## config.mk

```make
export PLATFORM = sky130hd
export DESIGN_NAME = line_rasterizer_page_buffer
export DESIGN_NICKNAME = d
export VERILOG_FILES = /design/src/hdl/lrpb_pkg.sv /design/src/hdl/lrpb_ram.sv /design/src/hdl/lrpb_front.sv /design/src/hdl/lrpb_queue.sv /design/src/hdl/lrpb_back.sv /design/src/hdl/line_rasterizer_page_buffer.sv
export SDC_FILE = /design/constraint.sdc
export NUM_CORES = 2
export LEC_CHECK = 0
export BUFFER_PORTS_ARGS = -buffer_cell sky130_fd_sc_hd__buf_2
export CAP_MARGIN = 30
export CORE_ASPECT_RATIO = 1.1
export CORE_MARGIN = 2
export CORE_UTILIZATION = 50
export DETAILED_ROUTE_END_ITERATION = 10
export MAX_ROUTING_LAYER = met4
export PLACE_DENSITY = 0.68
export SYNTH_ARGS = -nofsm -noshare
export SYNTH_HDL_FRONTEND = slang
export SYNTH_SLANG_ARGS = --single-unit
```

## constraint.sdc

```tcl
create_clock -name clock -period 8.64 [get_ports clock]
set_input_delay 0.432 -clock clock [delete_from_list [all_inputs] [get_ports clock]]
set_output_delay 0.432 -clock clock [all_outputs]
set_load 0.03 [all_outputs]
```

## src/hdl/lrpb_pkg.sv

```systemverilog
// shared types and constants for the line rasterizer page buffer
// no dependencies; imported by every module of the block except lrpb_ram
package lrpb_pkg;

   typedef enum logic [1:0] {
      OP_SOLID  = 2'd0,
      OP_DASHED = 2'd1,
      OP_CLEAR  = 2'd2,
      OP_READ   = 2'd3
   } opcode_type;

   typedef enum logic [1:0] {
      CSR_DASH_LENGTH = 2'd0,
      CSR_GAP_LENGTH  = 2'd1
   } csr_index_type;

   localparam logic [3:0] DASH_RESET = 4'd3;
   localparam logic [3:0] GAP_RESET  = 4'd2;

   localparam int QUEUE_DEPTH = 2;

   typedef logic signed [10:0] coord_in_type;
   typedef logic signed [11:0] coord_type;
   typedef logic signed [14:0] err_type;

   typedef struct packed {
      logic [3:0] dash_length;
      logic [3:0] gap_length;
   } dash_cfg_type;

   // decoded command as handed from the front end to the draw engine
   typedef struct packed {
      opcode_type opcode;
      coord_type  maj_start;
      coord_type  min_start;
      coord_type  maj_end;
      err_type    err_start;
      err_type    inc_e;
      err_type    inc_ne;
      logic       neg;
      logic       swap;
      logic       read_page;
      logic [6:0] read_column;
   } cmd_type;

endpackage

```

## src/hdl/lrpb_ram.sv

```systemverilog
// generic single write port, single read port ram with registered read
// no dependencies
module lrpb_ram #(
   parameter int WIDTH = 8,
   parameter int DEPTH = 192,
   parameter int ADDR_W = $clog2(DEPTH)
) (
   input  logic              clock,
   input  logic              we,
   input  logic [ADDR_W-1:0] waddr,
   input  logic [WIDTH-1:0]  wdata,
   input  logic [ADDR_W-1:0] raddr,
   output logic [WIDTH-1:0]  rdata
);

   logic [WIDTH-1:0] mem_ff [DEPTH];

   always_ff @(posedge clock) begin
      rdata <= mem_ff[raddr];
      if (we) begin
         mem_ff[waddr] <= wdata;
      end
   end

endmodule

```

## src/hdl/lrpb_front.sv

```systemverilog
// front end: takes commands, orders endpoints and sets up the octant
// depends on lrpb_pkg; feeds lrpb_queue
module lrpb_front (
   input  logic                  clock,
   input  logic                  reset,
   input  logic                  start,
   output logic                  busy,
   input  logic [1:0]            req_opcode,
   input  lrpb_pkg::coord_in_type req_start_x,
   input  lrpb_pkg::coord_in_type req_start_y,
   input  lrpb_pkg::coord_in_type req_end_x,
   input  lrpb_pkg::coord_in_type req_end_y,
   input  logic                  req_read_page,
   input  logic [6:0]            req_read_column,
   input  logic                  sweep_active,
   input  logic                  queue_full,
   output logic                  push,
   output lrpb_pkg::cmd_type     push_cmd
);
   import lrpb_pkg::*;

   logic         accept;
   logic         eq_x, gt_x, gt_y, lt_y, swap_ends, falling;
   coord_in_type ox0, ox1, oy0, oy1;

   logic         a_valid_ff, a_valid_in;
   opcode_type   a_opcode_ff;
   coord_in_type a_x0_ff, a_x1_ff;
   coord_type    a_y0_ff, a_y1_ff;
   logic         a_neg_ff;
   logic         a_page_ff;
   logic [6:0]   a_column_ff;

   coord_type    dx, dy, dmaj, dmin;
   logic         steep;
   err_type      two_dmin, two_dmaj;

   assign busy   = sweep_active || (a_valid_ff && queue_full);
   assign accept = start && !busy;
   assign push   = a_valid_ff && !queue_full;

   // endpoint order: by row for vertical lines, by column otherwise
   always_comb begin
      eq_x      = req_start_x == req_end_x;
      gt_x      = req_start_x > req_end_x;
      gt_y      = req_start_y > req_end_y;
      lt_y      = req_start_y < req_end_y;
      swap_ends = eq_x ? gt_y : gt_x;
      ox0       = swap_ends ? req_end_x : req_start_x;
      ox1       = swap_ends ? req_start_x : req_end_x;
      oy0       = swap_ends ? req_end_y : req_start_y;
      oy1       = swap_ends ? req_start_y : req_end_y;
      falling   = swap_ends ? lt_y : gt_y;
   end

   assign a_valid_in = accept || (a_valid_ff && queue_full);

   always_ff @(posedge clock) begin
      if (reset) begin
         a_valid_ff <= 1'b0;
      end else begin
         a_valid_ff <= a_valid_in;
      end
      if (accept) begin
         a_opcode_ff <= opcode_type'(req_opcode);
         a_x0_ff     <= ox0;
         a_x1_ff     <= ox1;
         a_y0_ff     <= falling ? -coord_type'(oy0) : coord_type'(oy0);
         a_y1_ff     <= falling ? -coord_type'(oy1) : coord_type'(oy1);
         a_neg_ff    <= falling;
         a_page_ff   <= req_read_page;
         a_column_ff <= req_read_column;
      end
   end

   // axis swap for steep lines and error term setup
   always_comb begin
      dx       = coord_type'(a_x1_ff) - coord_type'(a_x0_ff);
      dy       = a_y1_ff - a_y0_ff;
      steep    = dy > dx;
      dmaj     = steep ? dy : dx;
      dmin     = steep ? dx : dy;
      two_dmin = err_type'(dmin) + err_type'(dmin);
      two_dmaj = err_type'(dmaj) + err_type'(dmaj);

      push_cmd.opcode      = a_opcode_ff;
      push_cmd.maj_start   = steep ? a_y0_ff : coord_type'(a_x0_ff);
      push_cmd.min_start   = steep ? coord_type'(a_x0_ff) : a_y0_ff;
      push_cmd.maj_end     = steep ? a_y1_ff : coord_type'(a_x1_ff);
      push_cmd.err_start   = two_dmin - err_type'(dmaj);
      push_cmd.inc_e       = two_dmin;
      push_cmd.inc_ne      = two_dmin - two_dmaj;
      push_cmd.neg         = a_neg_ff;
      push_cmd.swap        = steep;
      push_cmd.read_page   = a_page_ff;
      push_cmd.read_column = a_column_ff;
   end

endmodule

```

## src/hdl/lrpb_queue.sv

```systemverilog
// short command queue between the front end and the draw engine
// depends on lrpb_pkg
module lrpb_queue (
   input  logic              clock,
   input  logic              reset,
   input  logic              push,
   input  lrpb_pkg::cmd_type push_cmd,
   output logic              full,
   input  logic              pop,
   output logic              empty,
   output lrpb_pkg::cmd_type pop_cmd
);
   import lrpb_pkg::*;

   localparam int PW = (QUEUE_DEPTH > 1) ? $clog2(QUEUE_DEPTH) : 1;
   localparam int CW = $clog2(QUEUE_DEPTH + 1);

   cmd_type         entries_ff [QUEUE_DEPTH];
   logic [PW-1:0]   wr_ptr_ff, wr_ptr_in;
   logic [PW-1:0]   rd_ptr_ff, rd_ptr_in;
   logic [CW-1:0]   count_ff, count_in;

   assign full    = count_ff == CW'(QUEUE_DEPTH);
   assign empty   = count_ff == '0;
   assign pop_cmd = entries_ff[rd_ptr_ff];

   always_comb begin
      wr_ptr_in = wr_ptr_ff;
      rd_ptr_in = rd_ptr_ff;
      count_in  = count_ff;
      if (push) begin
         wr_ptr_in = (wr_ptr_ff == PW'(QUEUE_DEPTH - 1)) ? '0 : wr_ptr_ff + 1'b1;
      end
      if (pop) begin
         rd_ptr_in = (rd_ptr_ff == PW'(QUEUE_DEPTH - 1)) ? '0 : rd_ptr_ff + 1'b1;
      end
      case ({push, pop})
         2'b10:   count_in = count_ff + 1'b1;
         2'b01:   count_in = count_ff - 1'b1;
         default: count_in = count_ff;
      endcase
   end

   always_ff @(posedge clock) begin
      if (reset) begin
         wr_ptr_ff <= '0;
         rd_ptr_ff <= '0;
         count_ff  <= '0;
      end else begin
         wr_ptr_ff <= wr_ptr_in;
         rd_ptr_ff <= rd_ptr_in;
         count_ff  <= count_in;
      end
   end

   always_ff @(posedge clock) begin
      if (push) begin
         entries_ff[wr_ptr_ff] <= push_cmd;
      end
   end

   a_no_push_when_full: assert property (@(posedge clock) disable iff (reset)
      push |-> !full)
      else $error("queue written while full");

   a_no_pop_when_empty: assert property (@(posedge clock) disable iff (reset)
      pop |-> !empty)
      else $error("queue read while empty");

endmodule

```

## src/hdl/lrpb_back.sv

```systemverilog
// draw engine: steps lines one point a cycle, clears and reads the store
// depends on lrpb_pkg; drives the lrpb_ram frame store
module lrpb_back #(
   parameter int COLUMNS = 96,
   parameter int PAGES = 2,
   parameter int ADDR_W = $clog2(COLUMNS * PAGES)
) (
   input  logic                   clock,
   input  logic                   reset,
   input  lrpb_pkg::dash_cfg_type dash_cfg,
   input  logic                   queue_empty,
   output logic                   pop,
   input  lrpb_pkg::cmd_type      pop_cmd,
   output logic                   sweep_active,
   output logic                   ram_we,
   output logic [ADDR_W-1:0]      ram_waddr,
   output logic [7:0]             ram_wdata,
   output logic [ADDR_W-1:0]      ram_raddr,
   input  logic [7:0]             ram_rdata,
   output logic                   rsp_valid,
   output logic [7:0]             rsp_read_data
);
   import lrpb_pkg::*;

   localparam int DEPTH = COLUMNS * PAGES;
   localparam int ROWS = PAGES * 8;

   typedef enum logic [2:0] {
      ST_SWEEP,
      ST_IDLE,
      ST_LINE,
      ST_CLEAR,
      ST_READ
   } state_type;

   state_type         state_ff, state_in;
   cmd_type           cmd_ff, cmd_in;
   coord_type         maj_ff, maj_in;
   coord_type         min_ff, min_in;
   err_type           err_ff, err_in;
   logic [4:0]        dash_cnt_ff, dash_cnt_in;
   logic [ADDR_W-1:0] sweep_addr_ff, sweep_addr_in;

   logic              s1_valid_ff, s1_valid_in;
   logic              s1_we_ff, s1_we_in;
   logic              s1_clear_ff, s1_clear_in;
   logic              s1_read_ff, s1_read_in;
   logic              s1_read_ok_ff, s1_read_ok_in;
   logic              s1_rsp_ff, s1_rsp_in;
   logic [ADDR_W-1:0] s1_addr_ff, s1_addr_in;
   logic [7:0]        s1_mask_ff, s1_mask_in;

   logic              fwd_valid_ff;
   logic [ADDR_W-1:0] fwd_addr_ff;
   logic [7:0]        fwd_data_ff;
   logic              rsp_valid_ff;
   logic [7:0]        rsp_data_ff;

   coord_type         px, py_raw, py;
   logic              px_ok, py_ok, dash_draw, line_last, rd_ok;
   logic [ADDR_W-1:0] pt_addr, rd_addr;
   logic [7:0]        pt_mask, rdata_eff;
   logic [4:0]        period, cnt_inc;

   // screen point of the current step, clip and byte address
   always_comb begin
      px        = cmd_ff.swap ? min_ff : maj_ff;
      py_raw    = cmd_ff.swap ? maj_ff : min_ff;
      py        = cmd_ff.neg ? -py_raw : py_raw;
      px_ok     = !px[11] && (32'(px[10:0]) < COLUMNS);
      py_ok     = !py[11] && (32'(py[10:0]) < ROWS);
      pt_addr   = ADDR_W'(ADDR_W'(py[10:3]) * ADDR_W'(COLUMNS) + ADDR_W'(px[10:0]));
      pt_mask   = 8'h01 << py[2:0];
      line_last = maj_ff >= cmd_ff.maj_end;
      period    = 5'(dash_cfg.dash_length) + 5'(dash_cfg.gap_length);
      cnt_inc   = dash_cnt_ff + 5'd1;
      dash_draw = (cmd_ff.opcode != OP_DASHED) ||
                  (dash_cnt_ff < 5'(dash_cfg.dash_length));
      rd_ok     = (32'(cmd_ff.read_page) < PAGES) && (32'(cmd_ff.read_column) < COLUMNS);
      rd_addr   = ADDR_W'(ADDR_W'(cmd_ff.read_page) * ADDR_W'(COLUMNS) +
                          ADDR_W'(cmd_ff.read_column));
   end

   always_comb begin
      state_in      = state_ff;
      cmd_in        = cmd_ff;
      maj_in        = maj_ff;
      min_in        = min_ff;
      err_in        = err_ff;
      dash_cnt_in   = dash_cnt_ff;
      sweep_addr_in = sweep_addr_ff;
      s1_valid_in   = 1'b0;
      s1_we_in      = 1'b0;
      s1_clear_in   = 1'b0;
      s1_read_in    = 1'b0;
      s1_read_ok_in = 1'b0;
      s1_rsp_in     = 1'b0;
      s1_addr_in    = s1_addr_ff;
      s1_mask_in    = s1_mask_ff;
      pop           = 1'b0;
      case (state_ff)
         ST_SWEEP, ST_CLEAR: begin
            s1_valid_in = 1'b1;
            s1_we_in    = 1'b1;
            s1_clear_in = 1'b1;
            s1_addr_in  = sweep_addr_ff;
            if (sweep_addr_ff == ADDR_W'(DEPTH - 1)) begin
               s1_rsp_in     = state_ff == ST_CLEAR;
               sweep_addr_in = '0;
               state_in      = ST_IDLE;
            end else begin
               sweep_addr_in = sweep_addr_ff + 1'b1;
            end
         end
         ST_IDLE: begin
            if (!queue_empty) begin
               pop           = 1'b1;
               cmd_in        = pop_cmd;
               maj_in        = pop_cmd.maj_start;
               min_in        = pop_cmd.min_start;
               err_in        = pop_cmd.err_start;
               dash_cnt_in   = '0;
               sweep_addr_in = '0;
               case (pop_cmd.opcode)
                  OP_SOLID, OP_DASHED: state_in = ST_LINE;
                  OP_CLEAR:            state_in = ST_CLEAR;
                  OP_READ:             state_in = ST_READ;
                  default:             state_in = ST_IDLE;
               endcase
            end
         end
         ST_LINE: begin
            s1_valid_in = 1'b1;
            s1_we_in    = px_ok && py_ok && dash_draw;
            s1_addr_in  = pt_addr;
            s1_mask_in  = pt_mask;
            if ((cmd_ff.opcode == OP_DASHED) && (period != '0)) begin
               dash_cnt_in = (cnt_inc >= period) ? '0 : cnt_inc;
            end
            if (line_last) begin
               s1_rsp_in = 1'b1;
               state_in  = ST_IDLE;
            end else begin
               maj_in = maj_ff + 1'b1;
               // negative error takes the east step, otherwise diagonal
               if (err_ff[$bits(err_type)-1]) begin
                  err_in = err_ff + cmd_ff.inc_e;
               end else begin
                  min_in = min_ff + 1'b1;
                  err_in = err_ff + cmd_ff.inc_ne;
               end
            end
         end
         ST_READ: begin
            s1_valid_in   = 1'b1;
            s1_read_in    = 1'b1;
            s1_read_ok_in = rd_ok;
            s1_addr_in    = rd_addr;
            s1_rsp_in     = 1'b1;
            state_in      = ST_IDLE;
         end
         default: begin
            state_in = ST_IDLE;
         end
      endcase
   end

   assign ram_raddr = s1_addr_in;

   // read-modify-write; the previous cycle's write is forwarded past the ram
   always_comb begin
      rdata_eff = (fwd_valid_ff && (fwd_addr_ff == s1_addr_ff)) ? fwd_data_ff : ram_rdata;
      ram_we    = s1_valid_ff && s1_we_ff;
      ram_waddr = s1_addr_ff;
      ram_wdata = s1_clear_ff ? 8'h00 : (rdata_eff | s1_mask_ff);
   end

   always_ff @(posedge clock) begin
      if (reset) begin
         state_ff      <= ST_SWEEP;
         sweep_addr_ff <= '0;
         s1_valid_ff   <= 1'b0;
         s1_we_ff      <= 1'b0;
         s1_rsp_ff     <= 1'b0;
         fwd_valid_ff  <= 1'b0;
         rsp_valid_ff  <= 1'b0;
      end else begin
         state_ff      <= state_in;
         sweep_addr_ff <= sweep_addr_in;
         s1_valid_ff   <= s1_valid_in;
         s1_we_ff      <= s1_we_in;
         s1_rsp_ff     <= s1_rsp_in;
         fwd_valid_ff  <= ram_we;
         rsp_valid_ff  <= s1_valid_ff && s1_rsp_ff;
      end
      cmd_ff        <= cmd_in;
      maj_ff        <= maj_in;
      min_ff        <= min_in;
      err_ff        <= err_in;
      dash_cnt_ff   <= dash_cnt_in;
      s1_clear_ff   <= s1_clear_in;
      s1_read_ff    <= s1_read_in;
      s1_read_ok_ff <= s1_read_ok_in;
      s1_addr_ff    <= s1_addr_in;
      s1_mask_ff    <= s1_mask_in;
      fwd_addr_ff   <= s1_addr_ff;
      fwd_data_ff   <= ram_wdata;
      rsp_data_ff   <= (s1_read_ff && s1_read_ok_ff) ? rdata_eff : 8'h00;
   end

   assign sweep_active  = state_ff == ST_SWEEP;
   assign rsp_valid     = rsp_valid_ff;
   assign rsp_read_data = rsp_data_ff;

   a_rsp_single: assert property (@(posedge clock) disable iff (reset)
      rsp_valid |=> !rsp_valid)
      else $error("back to back result strobes");

   a_no_pop_in_sweep: assert property (@(posedge clock) disable iff (reset)
      (state_ff == ST_SWEEP) |-> !pop)
      else $error("command taken during reset clear");

   a_read_no_write: assert property (@(posedge clock) disable iff (reset)
      (s1_valid_ff && s1_read_ff) |-> !ram_we)
      else $error("read command wrote the store");

endmodule

```

## src/hdl/line_rasterizer_page_buffer.sv

```systemverilog
// line rasterizer over a page-organized monochrome frame store
// depends on lrpb_pkg, lrpb_front, lrpb_queue, lrpb_back, lrpb_ram
// command path: front end register, queue, draw engine, store stage, result register
// throughput: draw engine steps a line one point per cycle through the store's
// read-modify-write and returns to idle between commands; clear sweeps every byte
// reset: clear pass over the whole store with busy high; results are strobes
module line_rasterizer_page_buffer #(
   parameter int COLUMNS = 96,
   parameter int PAGES = 2
) (
   input  logic                   clock,
   input  logic                   reset,
   // command beat
   input  logic                   start,
   output logic                   busy,
   input  logic [1:0]             req_opcode,
   input  lrpb_pkg::coord_in_type req_start_x,
   input  lrpb_pkg::coord_in_type req_start_y,
   input  lrpb_pkg::coord_in_type req_end_x,
   input  lrpb_pkg::coord_in_type req_end_y,
   input  logic                   req_read_page,
   input  logic [6:0]             req_read_column,
   // result beat
   output logic                   rsp_valid,
   output logic [7:0]             rsp_read_data,
   // register writes
   input  logic                   csr_valid,
   output logic                   csr_ready,
   input  logic [1:0]             csr_index,
   input  logic [3:0]             csr_data
);
   import lrpb_pkg::*;

   localparam int DEPTH = COLUMNS * PAGES;
   localparam int ADDR_W = $clog2(DEPTH);

   // dash registers
   logic [3:0]   dash_length_ff;
   logic [3:0]   gap_length_ff;
   dash_cfg_type dash_cfg;

   // front end to queue
   logic    push, queue_full;
   cmd_type push_cmd;

   // queue to draw engine
   logic    pop, queue_empty;
   cmd_type pop_cmd;
   logic    sweep_active;

   // frame store port
   logic              ram_we;
   logic [ADDR_W-1:0] ram_waddr, ram_raddr;
   logic [7:0]        ram_wdata, ram_rdata;

   // registers are always writable; writes to unknown indexes are dropped
   assign csr_ready = 1'b1;

   always_ff @(posedge clock) begin
      if (reset) begin
         dash_length_ff <= DASH_RESET;
         gap_length_ff  <= GAP_RESET;
      end else if (csr_valid && csr_ready) begin
         if (csr_index == CSR_DASH_LENGTH) begin
            dash_length_ff <= csr_data;
         end
         if (csr_index == CSR_GAP_LENGTH) begin
            gap_length_ff <= csr_data;
         end
      end
   end

   assign dash_cfg.dash_length = dash_length_ff;
   assign dash_cfg.gap_length  = gap_length_ff;

   // front end: endpoint ordering and octant setup, one register stage
   lrpb_front u_front (
      .clock           (clock),
      .reset           (reset),
      .start           (start),
      .busy            (busy),
      .req_opcode      (req_opcode),
      .req_start_x     (req_start_x),
      .req_start_y     (req_start_y),
      .req_end_x       (req_end_x),
      .req_end_y       (req_end_y),
      .req_read_page   (req_read_page),
      .req_read_column (req_read_column),
      .sweep_active    (sweep_active),
      .queue_full      (queue_full),
      .push            (push),
      .push_cmd        (push_cmd)
   );

   // decouples setup from the long-running draw engine
   lrpb_queue u_queue (
      .clock    (clock),
      .reset    (reset),
      .push     (push),
      .push_cmd (push_cmd),
      .full     (queue_full),
      .pop      (pop),
      .empty    (queue_empty),
      .pop_cmd  (pop_cmd)
   );

   // draw engine: line stepping, clear sweep, byte read
   lrpb_back #(
      .COLUMNS (COLUMNS),
      .PAGES   (PAGES),
      .ADDR_W  (ADDR_W)
   ) u_back (
      .clock         (clock),
      .reset         (reset),
      .dash_cfg      (dash_cfg),
      .queue_empty   (queue_empty),
      .pop           (pop),
      .pop_cmd       (pop_cmd),
      .sweep_active  (sweep_active),
      .ram_we        (ram_we),
      .ram_waddr     (ram_waddr),
      .ram_wdata     (ram_wdata),
      .ram_raddr     (ram_raddr),
      .ram_rdata     (ram_rdata),
      .rsp_valid     (rsp_valid),
      .rsp_read_data (rsp_read_data)
   );

   // frame store, page-major, one byte holds 8 rows of a column
   lrpb_ram #(
      .WIDTH  (8),
      .DEPTH  (DEPTH),
      .ADDR_W (ADDR_W)
   ) u_store (
      .clock (clock),
      .we    (ram_we),
      .waddr (ram_waddr),
      .wdata (ram_wdata),
      .raddr (ram_raddr),
      .rdata (ram_rdata)
   );

endmodule
```

==> metrics <==
outcome=finished clean; largest net degree at the start of global routing=296; met1 usage=32.94%; CTS tree=done; Post-synth EDFFs=1865; post-route setup slack=1.186 ns; Final setup viols=0; final hold vios=0; Starting Density=50.30%; Routed WL=215.5 mm; CP Capture Type=flip-flop; DRT Pass-1 Iters=6; CP Class=flip-flop to flip-flop; most frequent cells in the layout=edfxtp_1, nand2_1, nand3_1; crit-path cells=inv_1 > ha_1 > nor2b_1 > o31a_1 > o221ai_1 > a21oi_1 > o311ai_0 > a22oi_1 > ha_1 > nand4_1 > nor4_1 > nor2_1 > o211a_2 > nor2_4 > buf_4 > o21ai_0 > ha_1 > or2_2 > a21oi_1 > a31oi_1 > or4_1 > and3_1 > o41a_1 > a21oi_1; nets=6815; Worst-Margin Slew=1.157 ns; distinct cell type count after synthesis=84; die width=391.7 um; clk buf depth=3; I/O pin cnt=75; cell area after placement=84980 um^2; routability congestion estimate=0.9079; commonest non-fill, non-tap cell in the layout=edfxtp_1; Worst setup SP type=flip-flop; MaxCap Viol Count=0; crit share post-route=86.28%; Fin Setup TNS=0 ns; Buf/Inv on CP=2; global route overflow=0; Yosys Warn Count=0; syn_nets=6785; Mapped Area=82670 um^2; Primary FF master, synth=edfxtp_1; Pwr Density=285.5 nW/um^2; M3 GR Usage=3.760%; Required @ worst endpoint=9.29 ns; Antenna Nets Post-Route=0; Synth Instances=6600; RSZ-0062 raised after global routing=no; CP max stage delay=0.64 ns; cells resized by post-CTS repair=0; Area growth syn-to-layout=10.50%; core box area=164300 um^2; slowest CP cell=ha_1; Avg Inst Size Synth=12.53 um^2; Clock Skew=0.02864 ns; hpwl dp=129.0 mm; H-tree depth=4; vias in the first global route=50.70k; Initial DRC Count=6194; asr flop ratio synth=0%; CTS clk-pin slew, worst paths=0.06 ns; Worst-Skew Late Latency=0.82 ns; minimum hold slack=0.05846 ns; crit-path max FO=90; design area=91350 um^2; row cnt=156; Critical Path AT=8.10 ns; busiest grt layer=met2; Slew Limit Headroom=22.87%; first-pass GRT wire length=320.7 mm; CTS sink cnt=1938; Die Y=430.5 um; Min-Delay Path Class=primary input to flip-flop; WL/cell=23.94 um; VDD IR max=0.2175 mV; Crit path max-delay family=compound AO/OA/AOI/OAI gates; Die ar.=168600 um^2; Synth Register Bits=1938; Vias=53.29k; post-CTS setup buffers=0; share of cells above drive strength 1=8.299%; CTS root buf=clkbuf_16; met2 Use GR=41.76%; Leakage=31.93 nW; DRC=0; Period minus WS final=7.454 ns; fmax=134.2 MHz; Setup WS pre-CTS=1.253 ns; Reg2Reg Setup Slack=1.19 ns; gr usage total=26.03%; antenna violations before repair=3; Slew Limit Fails=0; sequential area share after synthesis=69.51%; Port Buffers=73; Num CTS Buffers=185; vias per cell=5.922; Layout fillers=13.28k
metal layers:
metal / part of all wire (%) / vias up
met3: 7.5 / 493
met1: 39 / 26194
met5: 0 / -
met4: 4.9 / 0
li1: - / 24231
met2: 49 / 2372
path summary, 6_finish.rpt:
| check | from | endpoint | cells after the start |
|---|---|---|---|
| max | u_front.a_x0_ff[1] | u_queue.entries_ff[1][54] | 24 |
| min | csr_index[1] | dash_length_ff[3] | 4 |
| max reg2reg | u_front.a_x0_ff[1] | u_queue.entries_ff[1][54] | 24 |
| min reg2reg | u_front.a_column_ff[0] | u_queue.entries_ff[1][0] | 0 |
through the flow:
step	power, mW	utilization, %	cells
after floorplan	16.32	-	6600
after global placement	18.18	51.62	8588
after detailed placement	18.31	51.71	8601
after CTS	26.10	55.54	8992
after global routing	27.10	55.58	8998
final	26.08	55.58	8998
worst reg2reg max path, stage by stage, from the launching register on:
cell      delay [ns]
edfxtp_1        0.39
inv_1           0.13
ha_1            0.23
nor2b_1         0.13
o31a_1          0.27
o221ai_1        0.32
a21oi_1         0.17
o311ai_0        0.56
a22oi_1         0.24
ha_1            0.64
nand4_1         0.19
nor4_1          0.44
nor2_1          0.16
o211a_2         0.22
nor2_4          0.11
buf_4           0.64
o21ai_0         0.33
ha_1            0.42
or2_2           0.31
a21oi_1         0.15
a31oi_1         0.10
or4_1           0.41
and3_1          0.21
o41a_1          0.32
a21oi_1         0.20
state kept, by name, indices dropped and copies added, names as in the netlist, 12 cells and up, named ones only:
register and flops:
u_front.a_y1_ff 12, u_store.mem_ff 1536, u_back.err_ff 14, u_back.min_ff 12, u_back.cmd_ff 49, u_front.a_y0_ff 12
u_queue.entries_ff 172, u_back.maj_ff 12
repair_timing:
item	in CTS	in global routing
setup endpoints to repair	0	0
hold buffers	50	0
hold endpoints to repair	46	0
report_power, final:
part | leakage [nW] | total, mW | internal (mW) | switching, mW
Sequential | 17.7 | 11.2 | 11.1 | 0.101
Combinational | 11.4 | 6.99 | 1.99 | 5.00
Clock | 2.83 | 7.86 | 4.42 | 3.44
Total | 31.9 | 26.1 | 17.5 | 8.55
synthesized netlist by cell type, drive strengths merged (6+ instances only):
cell	instances	area [um^2]
nand2	1668	6261
a311oi	137	1200
ha	115	1439
buf	251	1526
inv	120	450.4
o31ai	11	82.58
nor2b	31	193.9
a32oi	42	367.9
nor4	14	93.84
xor2	40	350.3
fa	6	120.1
a31oi	124	775.7
nand2b	17	113.9
nor3	31	160.1
or3	14	87.58
nand4	39	244.0
a21oi	125	629.4
dfxtp	73	1461
mux2i	127	1271
nor2	329	1245
xnor2	77	674.4
or2	6	37.54
o21bai	9	67.56
a221oi	6	93.84
and3	114	713.2
edfxtp	1865	56000
a21o	30	225.2
nand3b	7	52.55
mux2	85	957.2
o21a	15	112.6
nand3	681	3413
a211oi	16	130.1
o21ai	120	600.6
a22oi	8	60.06
clkbuf	131	491.7
o211ai	36	275.3
o311ai	10	87.59
kinds of logic after synthesis:
logic type | after synthesis | share of synthesized area, %
flip-flops | 1938 | 69.51
multiplexers | 212 | 2.696
AND/OR/NAND/NOR | 2972 | 15.46
XOR/XNOR | 117 | 1.240
buffers and inverters | 503 | 2.997
adder cells (fa/ha/maj) | 121 | 1.886
AO/OA/AOI/OAI | 736 | 6.203
other | 1 | 0.004536
layout make-up:
type / instances / area, um^2 / area share [%]
diodes: 2 / 5.005 / 0.005479
clock buffers: 248 / 5001 / 5.475
clock inverters: 93 / 792.0 / 0.8670
inverters: 121 / 489.2 / 0.5355
multi-input cells: 4159 / 22890 / 25.06
flip-flops and latches: 1938 / 57470 / 62.91
well taps: 2212 / 2768 / 3.030
repair buffers: 225 / 1933 / 2.116
(Power assumes the default switching activity.)
